==> src/rtl/abs_dx_pkg.sv <==
// Shared types and constants for the absolute horizontal gradient column-sum unit.
// No dependencies; every file in rtl/ except abs_dx_ram imports this package.
package abs_dx_pkg;

    // Fixed field widths.
    localparam int PIX_W      = 8;
    localparam int SUM_W      = 24;
    localparam int IMG_W_W    = 13;
    localparam int IMG_H_W    = 16;
    localparam int CFG_DATA_W = 16;
    localparam int CFG_IDX_W  = 1;

    // Configuration register indexes.
    localparam logic [CFG_IDX_W-1:0] REG_IMAGE_WIDTH  = 1'b0;
    localparam logic [CFG_IDX_W-1:0] REG_IMAGE_HEIGHT = 1'b1;

    // Depth of the queue between front and back, and of the result buffer.
    localparam int QUEUE_DEPTH = 2;
    localparam int RES_DEPTH   = 4;

    // Classification of one pixel, made by the front at acceptance.
    typedef struct packed {
        logic has_col;    // pixel closes a difference for column x-1
        logic first_row;  // first row of the frame: store is written, not added to
        logic last_row;   // last row of the frame: final sums are emitted
        logic last_col;   // pixel ends its row
    } abs_dx_flags_t;

    // Status of the front-to-back queue.
    typedef struct packed {
        logic full;
        logic empty;
    } abs_dx_qstat_t;

endpackage

==> src/rtl/abs_dx_queue.sv <==
// Short FIFO that decouples the front end from the back end.
// Depends on abs_dx_pkg for its depth and status type.
module abs_dx_queue #(
    parameter int DW = 24
) (
    input  logic                      clk,
    input  logic                      rst_n,
    input  logic                      push,
    input  logic [DW-1:0]             push_data,
    input  logic                      pop,
    output logic [DW-1:0]             pop_data,
    output abs_dx_pkg::abs_dx_qstat_t stat
);

    import abs_dx_pkg::*;

    localparam int PW = $clog2(QUEUE_DEPTH);
    localparam int NW = $clog2(QUEUE_DEPTH + 1);

    logic [DW-1:0] data_reg [QUEUE_DEPTH];
    logic [PW-1:0] wr_ptr_reg;
    logic [PW-1:0] wr_ptr_next;
    logic [PW-1:0] rd_ptr_reg;
    logic [PW-1:0] rd_ptr_next;
    logic [NW-1:0] count_reg;
    logic [NW-1:0] count_next;

    assign stat.full  = (count_reg == NW'(QUEUE_DEPTH));
    assign stat.empty = (count_reg == '0);
    assign pop_data   = data_reg[rd_ptr_reg];

    // Pointer and fill count update.
    always_comb
    begin
        wr_ptr_next = wr_ptr_reg;
        rd_ptr_next = rd_ptr_reg;
        count_next  = count_reg;
        if (push)
        begin
            wr_ptr_next = (wr_ptr_reg == PW'(QUEUE_DEPTH - 1)) ? '0 : wr_ptr_reg + PW'(1);
        end
        if (pop)
        begin
            rd_ptr_next = (rd_ptr_reg == PW'(QUEUE_DEPTH - 1)) ? '0 : rd_ptr_reg + PW'(1);
        end
        if (push && !pop)
        begin
            count_next = count_reg + NW'(1);
        end
        else if (pop && !push)
        begin
            count_next = count_reg - NW'(1);
        end
    end

    always_ff @(posedge clk or negedge rst_n)
    begin
        if (!rst_n)
        begin
            wr_ptr_reg <= '0;
            rd_ptr_reg <= '0;
            count_reg  <= '0;
        end
        else
        begin
            wr_ptr_reg <= wr_ptr_next;
            rd_ptr_reg <= rd_ptr_next;
            count_reg  <= count_next;
        end
    end

    // Entry storage.
    always_ff @(posedge clk)
    begin
        if (push)
        begin
            data_reg[wr_ptr_reg] <= push_data;
        end
    end

endmodule

==> config.mk <==
export PLATFORM = sky130hd
export DESIGN_NAME = abs_dx_queue
export DESIGN_NICKNAME = d
export VERILOG_FILES = /design/src/rtl/abs_dx_pkg.sv /design/src/rtl/abs_dx_queue.sv
export SDC_FILE = /design/constraint.sdc
export NUM_CORES = 1
export LEC_CHECK = 0
export BUFFER_PORTS_ARGS = -buffer_cell sky130_fd_sc_hd__buf_4
export CORE_UTILIZATION = 40
export CTS_CLUSTER_DIAMETER = 80
export CTS_CLUSTER_SIZE = 25
export DETAILED_ROUTE_END_ITERATION = 7
export PLACE_DENSITY = 0.61
export SYNTH_ARGS = -nofsm -noshare
export SYNTH_HDL_FRONTEND = slang
export SYNTH_SLANG_ARGS = --single-unit
export TNS_END_PERCENT = 10
==> constraint.sdc <==
create_clock -name clk -period 4.9 [get_ports clk]
set_input_delay 0.98 -clock clk [delete_from_list [all_inputs] [get_ports clk]]
set_output_delay 0.98 -clock clk [all_outputs]
set_load 0.01 [all_outputs]
==> impl_metrics.py <==
metrics = {
    "outcome": {
        "outcome": "complete, no violations",
    },
    "setup_path": {
        "path_max_fanout": 16,
        "cp.required_ns": 3.92,
        "startpoint": "rd_ptr_reg$_DFFE_PN0P_",
        "r2r-start": "wr_ptr_reg$_DFFE_PN0P_",
        "crit_type": "reg -> out",
        "cp-start-kind": "flop",
        "arrival_ns": 1.91,
        "critPathCaptureType": "primary output",
    },
    "final_layout": {
        "diodes": 0,
        "final_cell_mix": "55 x buf_4, 48 x edfxtp_1, 19 x mux2_4",
        "fin_nets": 179,
        "layout-drive-gt1-share_pct": 56.3,
        "area_growth_pct": 26.1,
        "final_common_cell": "buf_4",
        "final_cells": 218,
        "final_core_util_pct": 53.3,
        "largest_reg_flops": 48,
    },
    "timing": {
        "setup-tns-final_ns": 0,
        "fin_crit_sh_pct": 58.9,
        "slew_viol_final": 0,
        "hold_viol_final": 0,
        "skew_ns": 0.00421,
        "slew_headroom_pct": 23.8,
        "finalSetupViolCount": 0,
        "worst_pin_slew_ns": 1.14,
        "setup_slack_ns": 2.01,
        "timing.fmax_ghz": 0.347,
        "post-route-min-period_ns": 2.89,
        "hold-worst-slack_ns": 0.457,
        "rsz0062_at_grt": "false",
    },
    "global_route": {
        "grt_max_degree": 25,
        "grt_usage_pct": 14.0,
        "grt_pass1_vias": 1060,
        "antenna_found_initial": 0,
        "grt_pass1_wl_um": 5220,
        "grt-ovfl-total": 0,
    },
    "clocking": {
        "ctsHoldBuffers": 0,
        "cts_tree": "yes",
        "clk_path_buf_depth": 2,
        "cts.sinks": 52,
        "path_clk_slew_ns": 0.09,
        "cts_made_buffers": 5,
        "clkLatencyLatePin_ns": 0.30,
        "h-tree-depth": 2,
        "cts-resized-gates": 0,
        "root_buffer": "clkbuf_8",
        "post-cts-setup-buffers": 0,
    },
    "power": {
        "p_leak_nw": 1.02,
        "peakVddDrop_mv": 0.301,
        "cellPowerDensity_nw_per_um2": 528,
    },
    "drt": {
        "wl_um": 3200,
        "drc_errors": 0,
        "vias": 976,
        "routed_via_density": 4.48,
        "dr.pass1.iters": 3,
        "wl_per_cell_um": 14.7,
        "drt_iter0_drc": 42,
        "postRouteAntennaNets": 0,
    },
    "floorplan": {
        "rows": 25,
        "ios": 54,
        "die_h_um": 73.1,
        "die_w_um": 73.1,
        "coreArea_um2": 4790,
        "initial_core_util_pct": 42.2,
        "dieArea_um2": 5340,
    },
    "placed_design": {
        "place.gp.congestion": 0.589,
        "dp.cells": 210,
        "pre_cts_slack_ns": 2.31,
        "io_buffer_count": 53,
        "hpwlAfterDp_um": 2180,
    },
    "yosys": {
        "yosysSeqAreaShare_pct": 76.3,
        "syn_inst": 91,
        "syn_avg_cell_area_um2": 22.2,
        "netlist_area_um2": 2020,
        "synth_seq_cells": 52,
        "ys_warn_count": 0,
        "syn_nets": 120,
        "synthDistinctLibCells": 13,
    },
    "job": {
        "cap_violations": 0,
    },
    "min_path": {
        "hp-class": "in -> async",
    },
}
synth_stat cells, drive strengths merged:
cell     n  share of area, %
xor2     4               1.7
xnor2    1              0.43
edfxtp  48                71
dfrtp    4               5.0
nor2b    2              0.62
mux2    24                17
inv      1              0.19
buf      3               2.5
and2     1              0.31
nor2     2              0.37
ha       1              0.62
final timing paths:
kind / end / slack [ns] / cells after the start
worst max-delay path: pop_data[3] / 2.01 / 3
worst min-delay path: count_reg[0]$_DFFE_PN0P_ / 0.46 / 1
worst max register to register: data_reg[1][21]$_DFFE_PP_ / 3.22 / 1
worst min register to register: wr_ptr_reg$_DFFE_PN0P_ / 0.50 / 1
max in group asynchronous: wr_ptr_reg$_DFFE_PN0P_ / 4.34 / 1
min in group clk: wr_ptr_reg$_DFFE_PN0P_ / 0.50 / 1
per-stage QoR:
stage | total power [mW] | instance area [um^2]
CTS | 1.37 | 2550
global placement | 1.13 | 2470
finish | 1.35 | 2550
global route | 1.42 | 2550
floorplan | 0.969 | 2020
detailed placement | 1.14 | 2470
worst max-delay path, cell delays in order (launching register included):
cell and delay (ns):
dfrtp_1 0.69, buf_4 0.39, mux2_2 0.38, buf_4 0.14
power breakdown:
group          total [mW]  switching [mW]  internal (mW)
logic               0.474           0.198          0.275
clock network       0.228           0.128         0.0997
registers           0.643          0.0498          0.594
total                1.35           0.377          0.968
routing by layer:
| metal | track usage, % | up-vias | wire, um |
|---|---|---|---|
| met3 | 6.91 | 5 | 267 |
| met1 | 16.6 | 474 | 1280 |
| met5 | 0 | - | 0 |
| li1 | - | 460 | - |
| met2 | 21.6 | 37 | 1600 |
| met4 | 5.88 | 0 | 55 |
kinds of logic after synthesis:
group / Yosys count / share of synthesized area (%)
buffers and inverters: 4 / 2.72
AND/OR/NAND/NOR: 5 / 1.30
adder cells (fa/ha/maj): 1 / 0.619
multiplexers: 24 / 16.9
flip-flops: 52 / 76.3
XOR/XNOR: 5 / 2.17
layout make-up:
class                      count  area [um^2]
fill                         411         2240
sequential                    52         1540
multi-input combinational     35          427
timing repair buffer          55          413
tap                           67         83.8
clock buffer                   7         76.3
clock inverter                 1         3.75
inverter                       1         3.75
Note: power is estimated with default switching activity, not from simulation.
