File: src/rtl/abs_dx_pkg.sv
// Shared types and constants for the absolute horizontal gradient column-sum unit.
// No dependencies; every file in rtl/ except abs_dx_ram imports this package.
package abs_dx_pkg;

    // Fixed field widths.
    localparam int PIX_W      = 8;
    localparam int SUM_W      = 24;
    localparam int IMG_W_W    = 13;
    localparam int IMG_H_W    = 16;
    localparam int CFG_DATA_W = 16;
    localparam int CFG_IDX_W  = 1;

    // Configuration register indexes.
    localparam logic [CFG_IDX_W-1:0] REG_IMAGE_WIDTH  = 1'b0;
    localparam logic [CFG_IDX_W-1:0] REG_IMAGE_HEIGHT = 1'b1;

    // Depth of the queue between front and back, and of the result buffer.
    localparam int QUEUE_DEPTH = 2;
    localparam int RES_DEPTH   = 4;

    // Classification of one pixel, made by the front at acceptance.
    typedef struct packed {
        logic has_col;    // pixel closes a difference for column x-1
        logic first_row;  // first row of the frame: store is written, not added to
        logic last_row;   // last row of the frame: final sums are emitted
        logic last_col;   // pixel ends its row
    } abs_dx_flags_t;

    // Status of the front-to-back queue.
    typedef struct packed {
        logic full;
        logic empty;
    } abs_dx_qstat_t;

endpackage

File: src/rtl/abs_dx_front.sv
// Front end: accepts pixels, tracks column and row position and classifies each pixel.
// Depends on abs_dx_pkg; feeds abs_dx_queue.
module abs_dx_front #(
    parameter int MAX_WIDTH = 4096
) (
    input  logic                                clk,
    input  logic                                rst_n,
    input  logic                                in_valid,
    output logic                                in_stall,
    input  logic [abs_dx_pkg::PIX_W-1:0]        pixel,
    input  logic [abs_dx_pkg::IMG_W_W-1:0]      image_width,
    input  logic [abs_dx_pkg::IMG_H_W-1:0]      image_height,
    input  abs_dx_pkg::abs_dx_qstat_t           q_stat,
    output logic                                q_push,
    output abs_dx_pkg::abs_dx_flags_t           item_flags,
    output logic [$clog2(MAX_WIDTH)-1:0]        item_x,
    output logic [abs_dx_pkg::PIX_W-1:0]        item_diff
);

    import abs_dx_pkg::*;

    localparam int CW = $clog2(MAX_WIDTH);

    logic [PIX_W-1:0]   prev_pixel_reg;
    logic [PIX_W-1:0]   prev_pixel_next;
    logic [CW-1:0]      col_reg;
    logic [CW-1:0]      col_next;
    logic [IMG_H_W-1:0] row_reg;
    logic [IMG_H_W-1:0] row_next;
    logic [CW-1:0]      width_m1;
    logic [IMG_H_W-1:0] height_m1;
    logic               accept;

    // Last column and last row indexes, with zero read as one and width clamped.
    always_comb
    begin
        if (image_width == '0)
        begin
            width_m1 = '0;
        end
        else if (32'(image_width) > MAX_WIDTH)
        begin
            width_m1 = CW'(MAX_WIDTH - 1);
        end
        else
        begin
            width_m1 = CW'(32'(image_width) - 32'd1);
        end
        height_m1 = (image_height == '0) ? '0 : image_height - IMG_H_W'(1);
    end

    // The request is taken whenever the queue has room.
    assign in_stall = q_stat.full;
    assign accept   = in_valid && !q_stat.full;
    assign q_push   = accept;

    // Classify the pixel and form the absolute difference to its left neighbor.
    always_comb
    begin
        item_flags.has_col   = (col_reg != '0);
        item_flags.first_row = (row_reg == '0);
        item_flags.last_row  = (row_reg >= height_m1);
        item_flags.last_col  = (col_reg >= width_m1);
        item_x               = col_reg;
        item_diff            = (pixel > prev_pixel_reg) ? pixel - prev_pixel_reg
                                                        : prev_pixel_reg - pixel;
    end

    // Position update: a row ends at the last column, the frame at the last row.
    always_comb
    begin
        prev_pixel_next = prev_pixel_reg;
        col_next        = col_reg;
        row_next        = row_reg;
        if (accept)
        begin
            prev_pixel_next = pixel;
            if (item_flags.last_col)
            begin
                col_next = '0;
                row_next = item_flags.last_row ? '0 : row_reg + IMG_H_W'(1);
            end
            else
            begin
                col_next = col_reg + CW'(1);
            end
        end
    end

    always_ff @(posedge clk or negedge rst_n)
    begin
        if (!rst_n)
        begin
            prev_pixel_reg <= '0;
            col_reg        <= '0;
            row_reg        <= '0;
        end
        else
        begin
            prev_pixel_reg <= prev_pixel_next;
            col_reg        <= col_next;
            row_reg        <= row_next;
        end
    end

endmodule

File: config.mk
export PLATFORM = sky130hd
export DESIGN_NAME = abs_dx_front
export DESIGN_NICKNAME = d
export VERILOG_FILES = /design/src/rtl/abs_dx_pkg.sv /design/src/rtl/abs_dx_front.sv
export SDC_FILE = /design/constraint.sdc
export NUM_CORES = 1
export LEC_CHECK = 0
export BUFFER_PORTS_ARGS = -buffer_cell sky130_fd_sc_hd__buf_2
export CORE_MARGIN = 2
export CORE_UTILIZATION = 57
export CTS_CLUSTER_SIZE = 8
export DETAILED_ROUTE_END_ITERATION = 10
export PLACE_DENSITY = 0.81
export SETUP_SLACK_MARGIN = 0.2
export SKIP_LAST_GASP = 1
export SLEW_MARGIN = 20
export SYNTH_ARGS = -nofsm -noshare
export SYNTH_HDL_FRONTEND = slang
export SYNTH_SLANG_ARGS = --single-unit
File: constraint.sdc
create_clock -name clk -period 4.3 [get_ports clk]
set_input_delay 0.43 -clock clk [delete_from_list [all_inputs] [get_ports clk]]
set_output_delay 0.43 -clock clk [all_outputs]
set_load 0.01 [all_outputs]
==> qor.csv, run 1 <==
metric;value;unit
worst path buffer plus inverter count;2;
Core Rows;29;
FF+latch count, synth;36;
r2r setup slk;1580;ps
Setup crit start kind;primary input;
Core ar.;6350;sq um
count of hold-fix buffers inserted at cts;0;
final slew viol count;0;
Avg Cell Area, Syn;8.46;sq um
GR Overflow Total;0;
Vias;3399;
area of the multi-input gates;2680;sq um
first-pass detailed-route iteration total;4;
pin count of the biggest net entering global routing;37;
ys async rst share;100;%
Num CTS Buffers;5;
CTS tree;built;
top_reg_cell synth;dfrtp_1;
Die Ht;85.0;microns
die area;7220;sq um
CTS clk-pin slew, worst paths;70;ps
Setup WS pre-CTS;134;ps
CP Depth;12;
GRT Util Overall;23.6;%
Yosys cell types;64;
CP max-delay cell;or4_1;
CTS Sinks;36;
cell area after synthesis;3740;sq um
antenna diode count;0;
top cells by area, synth;dfrtp_1 24%, ha_1 17%, nand2_1 5.3%;
clock root buffer master;clkbuf_8;
crit-path max FO;10;
CTS max path bufs;2;
Seq/Total Area, Yosys;24.1;%
total wire length;8.46;mm
nets@finish;606;
DR WL/cell;14.3;microns
dpl hpwl;6.67;mm
Slew headroom;46.2;%
Starting Density;58.9;%
Worst-Margin Slew;807;ps
DRC;0;
Post-synth EDFFs;0;
FILL cells;546;
CP Cell Sequence;buf_2 -> nor4_4 -> nand3_1 -> or3b_2 -> nor3_1 -> xor2_1 -> nand2_1 -> ha_1 -> nand4_1 -> a21oi_1 -> or4_1 -> buf_2;
initial antenna violation count;0;
Final Hold Vio Count;0;
Leak;2.13;nW
share of cells above drive strength 1;21.1;%
Total Neg Setup Slack;0;ps
Vias/cell;5.76;
Tot Pwr;1.16;mW
boundary pin count;68;
vias in the first global route;3173;
top cell type's share of synthesized area;24.1;%
reg2reg path depth;7;
Reg-to-Reg Start;row_reg[5];
area added between synthesis and finish;14.8;%
Cells after Synth;442;
worst vdd ir;224;uV
final worst slack;388;ps
H-tree levels;2;
max FFs per register;16;
CP top delay family;simple AND/OR/NAND/NOR gates;
r2r endpoint;row_reg[5];
WS Path Type;in -> out;
CP Capture Type;output port;
crit path DAT;3480;ps
die width;85.0;microns
first-pass GRT wire length;14.1;mm
Post-DRT Antenna Nets;0;
total of max-cap violations;0;
syn_nets;536;
clk_lat worst skew;300;ps
Tcrit/Tclk final;91.0;%
Min Hold Slack;221;ps
Min Clock Period, post-route;3910;ps
pwr/cell area;272;nW/um^2
IO Port Bufs;66;
gp weighted congestion;0.833;
Worst EP required;3870;ps
RSZ-0062 raised after global routing;false;
area leader, netlist;dfrtp_1;
Hold Crit Class;in -> async;
Setup crit start;image_height[5];
outcome;finished, final reports clean;
Largest stage delay, worst path;710;ps
Synthesis Warnings;0;
Fmax achieved;256;MHz
Finish-stage setup viols;0;
first-iteration detailed-routing DRC count;186;
Core Util, Final;67.6;%
Clock Skews;9.09;ps
sequential cell area;901;sq um
Most common cell on crit path;buf_2;
## timing repair
item,4_1_cts,5_1_grt
endpoints found under the setup margin,0,28
resized for setup,0,4
setup buffers,0,3
## cell usage in the layout, fill, tap and decap left out, types with 2 or more instances in the layout
cell type	count
a211oi_1	5
a21o_1	5
a21oi_1	18
a221oi_1	3
a22o_1	4
a2bb2oi_1	9
and2_1	3
and3_1	4
and4_1	3
buf_2	66
buf_4	10
clkbuf_8	5
clkinv_2	2
dfrtp_1	36
fa_1	2
ha_1	50
inv_1	32
mux2_2	2
mux2i_1	5
nand2_1	53
nand2b_1	8
nand3_1	14
nand3b_1	2
nand4_1	8
nor2_1	34
nor2b_1	6
nor3_1	14
nor4_1	4
nor4b_1	2
o2111ai_1	2
o21ai_0	26
o21ai_1	2
o2bb2ai_1	2
o31ai_1	2
o31ai_2	2
o31ai_4	3
or3_1	3
or4_1	3
xnor2_1	20
xor2_1	13
## Yosys cell counts, types with 2 or more instances
library cell / n
buf_2: 3
clkbuf_1: 6
nor2_1: 34
nand4_1: 8
xnor2_1: 20
o21ai_1: 2
a21o_1: 5
nand2b_1: 8
or3_1: 4
a211oi_1: 5
o2bb2ai_1: 2
o2111ai_1: 2
fa_1: 2
nand3_1: 14
xor2_1: 13
o31ai_4: 3
nand3b_1: 2
a21oi_1: 18
or4_1: 3
inv_1: 32
nor4_1: 5
a22o_1: 4
buf_4: 2
dfrtp_1: 36
and4_1: 3
and3_1: 4
nor2b_1: 6
o31ai_1: 2
ha_1: 50
and2_1: 3
a221oi_1: 3
o31ai_2: 2
o21ai_0: 26
nand2_1: 53
mux2_2: 2
nor3_1: 14
mux2i_1: 5
a2bb2oi_1: 9
nor4b_1: 2
## per-layer routing
layer  up-vias  routed length (microns)  GRT usage (%)
li1       1732                        -              -
met1      1577                     3740           31.4
met2        77                     4220           40.3
met3        13                      360           2.92
met4         0                      139           6.78
met5         -                        0              0
## cell type report
type / count / share of cell area [%]
Clock inverter: 3 / 0.437
Tap cell: 77 / 2.25
Inverter: 32 / 2.80
Multi-Input combinational cell: 361 / 62.5
Timing Repair Buffer: 76 / 9.45
Clock buffer: 5 / 1.60
Sequential cell: 36 / 21.0
## through the flow
stage / area (sq um) / instances
after global placement: 4150 / 579
after global routing: 4290 / 590
after detailed placement: 4150 / 579
after floorplan: 3740 / 442
final: 4290 / 590
after CTS: 4240 / 587
## where the power goes
part           switching [mW]  internal [mW]
registers              0.0621          0.376
logic                   0.261          0.219
clock network           0.134          0.113
total                   0.457          0.708
## cells by family after synthesis
group	synth area share (%)
buffers and inverters	5.02
AND/OR/NAND/NOR	24.2
multiplexers	1.94
XOR/XNOR	7.73
flip-flops	24.1
AO/OA/AOI/OAI	19.0
adder cells (fa/ha/maj)	18.1
## worst max path at each step
stage	endpoint	slack, ps
2_1_floorplan	row_reg[11]	710
3_5_place_dp	row_reg[11]	130
6_report	item_flags[1]	390
5_1_grt	item_flags[0]	190
3_3_place_gp	row_reg[13]	280
4_1_cts	item_flags[0]	280
No activity file was read; power rests on OpenSTA's default activity.
==> run 2, diff against run 1 <==
--- a/config.mk
+++ b/config.mk
@@ -6,6 +6,7 @@
 export NUM_CORES = 1
 export LEC_CHECK = 0
 export BUFFER_PORTS_ARGS = -buffer_cell sky130_fd_sc_hd__buf_2
+export CORE_ASPECT_RATIO = 0.75
 export CORE_MARGIN = 2
 export CORE_UTILIZATION = 57
 export CTS_CLUSTER_SIZE = 8
==> qor.csv, run 2 (same netlist as run 1, synthesis figures left out) <==
metric;value;unit
outcome;finished, final reports clean;
first-iteration detailed-routing DRC count;127;
CTS max path bufs;2;
Total Neg Setup Slack;0;ps
Fmax achieved;262;MHz
initial antenna violation count;0;
H-tree levels;2;
first-pass GRT wire length;14.1;mm
Hold Crit Class;in -> async;
Num CTS Buffers;5;
Setup WS pre-CTS;294;ps
clock share of power;22.3;%
Post-DRT Antenna Nets;0;
gp weighted congestion;0.822;
area added between synthesis and finish;13.8;%
most frequent cells in the layout;66 x buf_2, 53 x nand2_1, 50 x ha_1, 36 x dfrtp_1, 34 x nor2_1;
DRC;0;
GR Overflow Total;0;
post-cts resize count;0;
clock root buffer master;clkbuf_8;
die width;97.5;microns
fin area;4250;sq um
Sw Ratio;36.6;%
vias in the first global route;3241;
Worst EP required;3870;ps
die area;7230;sq um
final worst slack;488;ps
Vias/cell;5.74;
Combinational Power Share;40.5;%
Tcrit/Tclk final;88.7;%
final slew viol count;0;
Slew headroom;47.5;%
Sw Pwr;0.426;mW
Die Ht;74.1;microns
Cell Int Power;0.737;mW
total wire length;8.26;mm
Starting Density;59.2;%
WS Path Type;in -> out;
nets@finish;601;
RSZ-0062 raised after global routing;true;
CTS tree;built;
pin count of the biggest net entering global routing;37;
Min Clock Period, post-route;3810;ps
CTS clk-pin slew, worst paths;70;ps
Placement Cell Area;4140;sq um
Leak;2.09;nW
crit-path max FO;9;
FILL cells;527;
Core ar.;6320;sq um
Setup crit start kind;primary input;
IO Port Bufs;66;
dpl hpwl;6.50;mm
antenna diode count;0;
crit path DAT;3380;ps
CTS Sinks;36;
Min Hold Slack;225;ps
postcts setup bufs;0;
Sequential Power Share;37.2;%
worst vdd ir;133;uV
GRT Util Overall;23.3;%
CP Capture Type;output port;
Clock Skews;5.10;ps
DR WL/cell;14.0;microns
count of hold-fix buffers inserted at cts;0;
total of max-cap violations;0;
Finish-stage setup viols;0;
Final Hold Vio Count;0;
share of cells above drive strength 1;19.9;%
first-pass detailed-route iteration total;4;
clk_lat worst skew;280;ps
most common cell after layout, fill and taps aside;buf_2;
Worst-Margin Slew;788;ps
Vias;3377;
boundary pin count;68;
pwr/cell area;274;nW/um^2
max FFs per register;16;
Core Rows;25;
## run 2: changes by cell type in the layout (fill, tap and decap cells not counted), sizes merged
cell / previous run / this run
clkinv: 3 / 0
buf: 76 / 71
clkbuf: 5 / 7
## run 2: final cells by class
| class | count | area (sq um) | share of cell area, % |
|---|---|---|---|
| timing repair buffer | 71 | 368 | 8.65 |
| sequential | 36 | 901 | 21.2 |
| clock buffer | 7 | 96.3 | 2.27 |
| inverter | 32 | 120 | 2.82 |
| multi-input combinational | 361 | 2670 | 62.7 |
| tap | 81 | 101 | 2.38 |
## run 2: worst paths after layout
| kind | from | to | slack [ps] | cells after the start |
|---|---|---|---|---|
| worst max-delay path | image_height[7] | item_flags[1] | 490 | 12 |
| max in group asynchronous | rst_n | prev_pixel_reg[0] | 3570 | 1 |
| worst min register to register | prev_pixel_reg[7] | prev_pixel_reg[7] | 550 | 2 |
| worst max register to register | row_reg[5] | row_reg[1] | 1660 | 8 |
| min in group clk | pixel[7] | prev_pixel_reg[7] | 370 | 3 |
| worst min-delay path | rst_n | item_x[5] | 220 | 1 |
## run 2: per-stage QoR
step,total power [mW],util (%),instances
2_1_floorplan,0.746,-,442
3_3_place_gp,0.886,65.5,581
3_5_place_dp,0.910,65.5,581
4_1_cts,1.17,67.0,588
5_1_grt,1.25,67.3,588
6_report,1.16,67.3,588
## run 2: per-layer routing
metal	vias up	routed length, microns	GRT usage (%)
met1	1596	3930	30.5
met4	0	19	3.55
met2	66	3960	42.1
met5	-	0	0
li1	1712	-	-
met3	3	339	4.32
## run 2: critical path, stage by stage
cell,delay [ps]
buf_2,120
nor4_4,420
nand3_1,200
or3b_2,520
nor3_1,190
xor2_1,170
nand2_1,70
ha_1,290
nand4_1,140
a21oi_1,60
or4_4,590
buf_2,180
## run 2: power by group through the flow
stage               Sequential (mW)  Clock, mW  Combinational, mW
floorplan                     0.438          0              0.307
global placement              0.437          0              0.450
detailed placement            0.440          0              0.470
CTS                           0.433      0.265              0.472
global route                  0.441      0.277              0.532
finish                        0.432      0.259              0.472
==> run 3, diff against run 2 <==
--- a/config.mk
+++ b/config.mk
@@ -8,13 +8,14 @@
 export BUFFER_PORTS_ARGS = -buffer_cell sky130_fd_sc_hd__buf_2
 export CORE_ASPECT_RATIO = 0.75
 export CORE_MARGIN = 2
-export CORE_UTILIZATION = 57
+export CORE_UTILIZATION = 45
 export CTS_CLUSTER_SIZE = 8
 export DETAILED_ROUTE_END_ITERATION = 10
-export PLACE_DENSITY = 0.81
+export MAX_ROUTING_LAYER = met4
+export PLACE_DENSITY = 0.67
 export SETUP_SLACK_MARGIN = 0.2
 export SKIP_LAST_GASP = 1
-export SLEW_MARGIN = 20
+export SLEW_MARGIN = 25
 export SYNTH_ARGS = -nofsm -noshare
 export SYNTH_HDL_FRONTEND = slang
 export SYNTH_SLANG_ARGS = --single-unit
==> qor.csv, run 3 (same netlist as run 1, synthesis figures left out) <==
metric;value;unit
Core Rows;28;
boundary pin count;68;
pwr/cell area;280;nW/um^2
Min Clock Period, post-route;3880;ps
crit path DAT;3450;ps
first-iteration detailed-routing DRC count;141;
Tcrit/Tclk final;90.3;%
share of cells above drive strength 1;20.4;%
Worst EP required;3870;ps
first-pass detailed-route iteration total;4;
worst vdd ir;216;uV
Vias/cell;5.48;
nets@finish;603;
FILL cells;781;
die area;9060;sq um
RSZ-0062 raised after global routing;true;
GRT Util Overall;20.4;%
Placement Cell Area;4190;sq um
Worst-Margin Slew;826;ps
gp weighted congestion;0.863;
total of max-cap violations;0;
area of the multi-input gates;2660;sq um
count of hold-fix buffers inserted at cts;0;
CTS tree;built;
Fmax achieved;258;MHz
Core Util, Final;53.9;%
die width;109;microns
area added between synthesis and finish;15.2;%
Post-DRT Antenna Nets;0;
most frequent cells in the layout;66 x buf_2, 53 x nand2_1, 50 x ha_1, 36 x dfrtp_1, 34 x nor2_1;
Hold Crit Class;in -> async;
Die Ht;82.9;microns
Setup WS pre-CTS;161;ps
dpl hpwl;6.82;mm
crit-path max FO;12;
Starting Density;46.8;%
outcome;finished, final reports clean;
H-tree levels;2;
CTS max path bufs;2;
Min Hold Slack;229;ps
Leak;2.11;nW
clk_lat worst skew;290;ps
Finish-stage setup viols;0;
final slew viol count;0;
Num CTS Buffers;5;
initial antenna violation count;0;
first-pass GRT wire length;14.9;mm
pin count of the biggest net entering global routing;37;
Total Neg Setup Slack;0;ps
CP Capture Type;output port;
vias in the first global route;3285;
fin area;4310;sq um
total wire length;8.52;mm
clock root buffer master;clkbuf_8;
Slew headroom;44.9;%
Setup crit start kind;primary input;
Vias;3368;
postcts setup bufs;0;
Core ar.;7990;sq um
CTS Sinks;36;
CTS clk-pin slew, worst paths;80;ps
max FFs per register;16;
final worst slack;418;ps
DR WL/cell;13.9;microns
antenna diode count;0;
GR Overflow Total;0;
most common cell after layout, fill and taps aside;buf_2;
Clock Skews;11.2;ps
Final Hold Vio Count;0;
DRC;0;
WS Path Type;in -> out;
IO Port Bufs;66;
sequential cell area;901;sq um
[run 3: cell count changes in the layout (fill, tap and decap cells not counted)]
cell	before	now
a2111oi_2	0	1
a2111oi_4	1	0
nor3_2	1	0
nor3_4	0	1
buf_4	5	7
clkinv_2	0	1
bufinv_16	0	1
clkinvlp_4	0	1
clkbuf_8	7	5
[run 3: final cells by class]
cell class / count / share of cell area (%)
multi-input cells: 361 / 61.8
clock buffers: 5 / 1.60
inverters: 32 / 2.79
flip-flops and latches: 36 / 20.9
clock inverters: 3 / 0.988
well taps: 105 / 3.05
repair buffers: 73 / 8.89
[run 3: repair_timing]
item / 4_1_cts / 5_1_grt
hold endpoints to repair: 0 / 0
setup endpoints to repair: 0 / 4
gates resized for setup: 0 / 2
[run 3: critical path, cell delays in order]
cell and delay [ps]:
buf_2 130, nor4_4 390, nand3_1 220, or3b_2 540
nor3_1 190, xor2_1 180, nand2_1 80, ha_1 280
nand4_1 130, a21oi_1 60, or4_4 630, buf_2 190
[run 3: final timing paths]
kind                                 startpoint           endpoint  slack [ps]  depth (start not counted)
worst max-delay path            image_height[5]      item_flags[1]         420                         12
worst min register to register       row_reg[0]         row_reg[0]         560                          1
min in group clk                       pixel[7]  prev_pixel_reg[7]         360                          3
max in group asynchronous                 rst_n          item_x[9]        3540                          1
worst max register to register       row_reg[5]         row_reg[5]        1540                          7
worst min-delay path                      rst_n  prev_pixel_reg[5]         230                          1
[run 3: routing by layer]
layer	GRT usage (%)	vias up	routed length [microns]
met4	2.88	0	46
met5	-	-	0
met2	31.6	62	3890
met3	4.24	6	337
met1	28.2	1583	4250
li1	-	1717	-
[run 3: per-stage QoR]
| stage | total power, mW | std cells |
|---|---|---|
| after floorplan | 0.746 | 442 |
| after global placement | 0.899 | 607 |
| after detailed placement | 0.919 | 607 |
| after CTS | 1.22 | 615 |
| after global routing | 1.30 | 615 |
| final | 1.21 | 615 |
[run 3: power by group]
group | total [mW] | switching [mW] | internal (mW) | leakage (nW)
logic | 0.474 | 0.255 | 0.219 | 1.63
clock network | 0.297 | 0.126 | 0.172 | 0.0541
registers | 0.436 | 0.0604 | 0.376 | 0.429
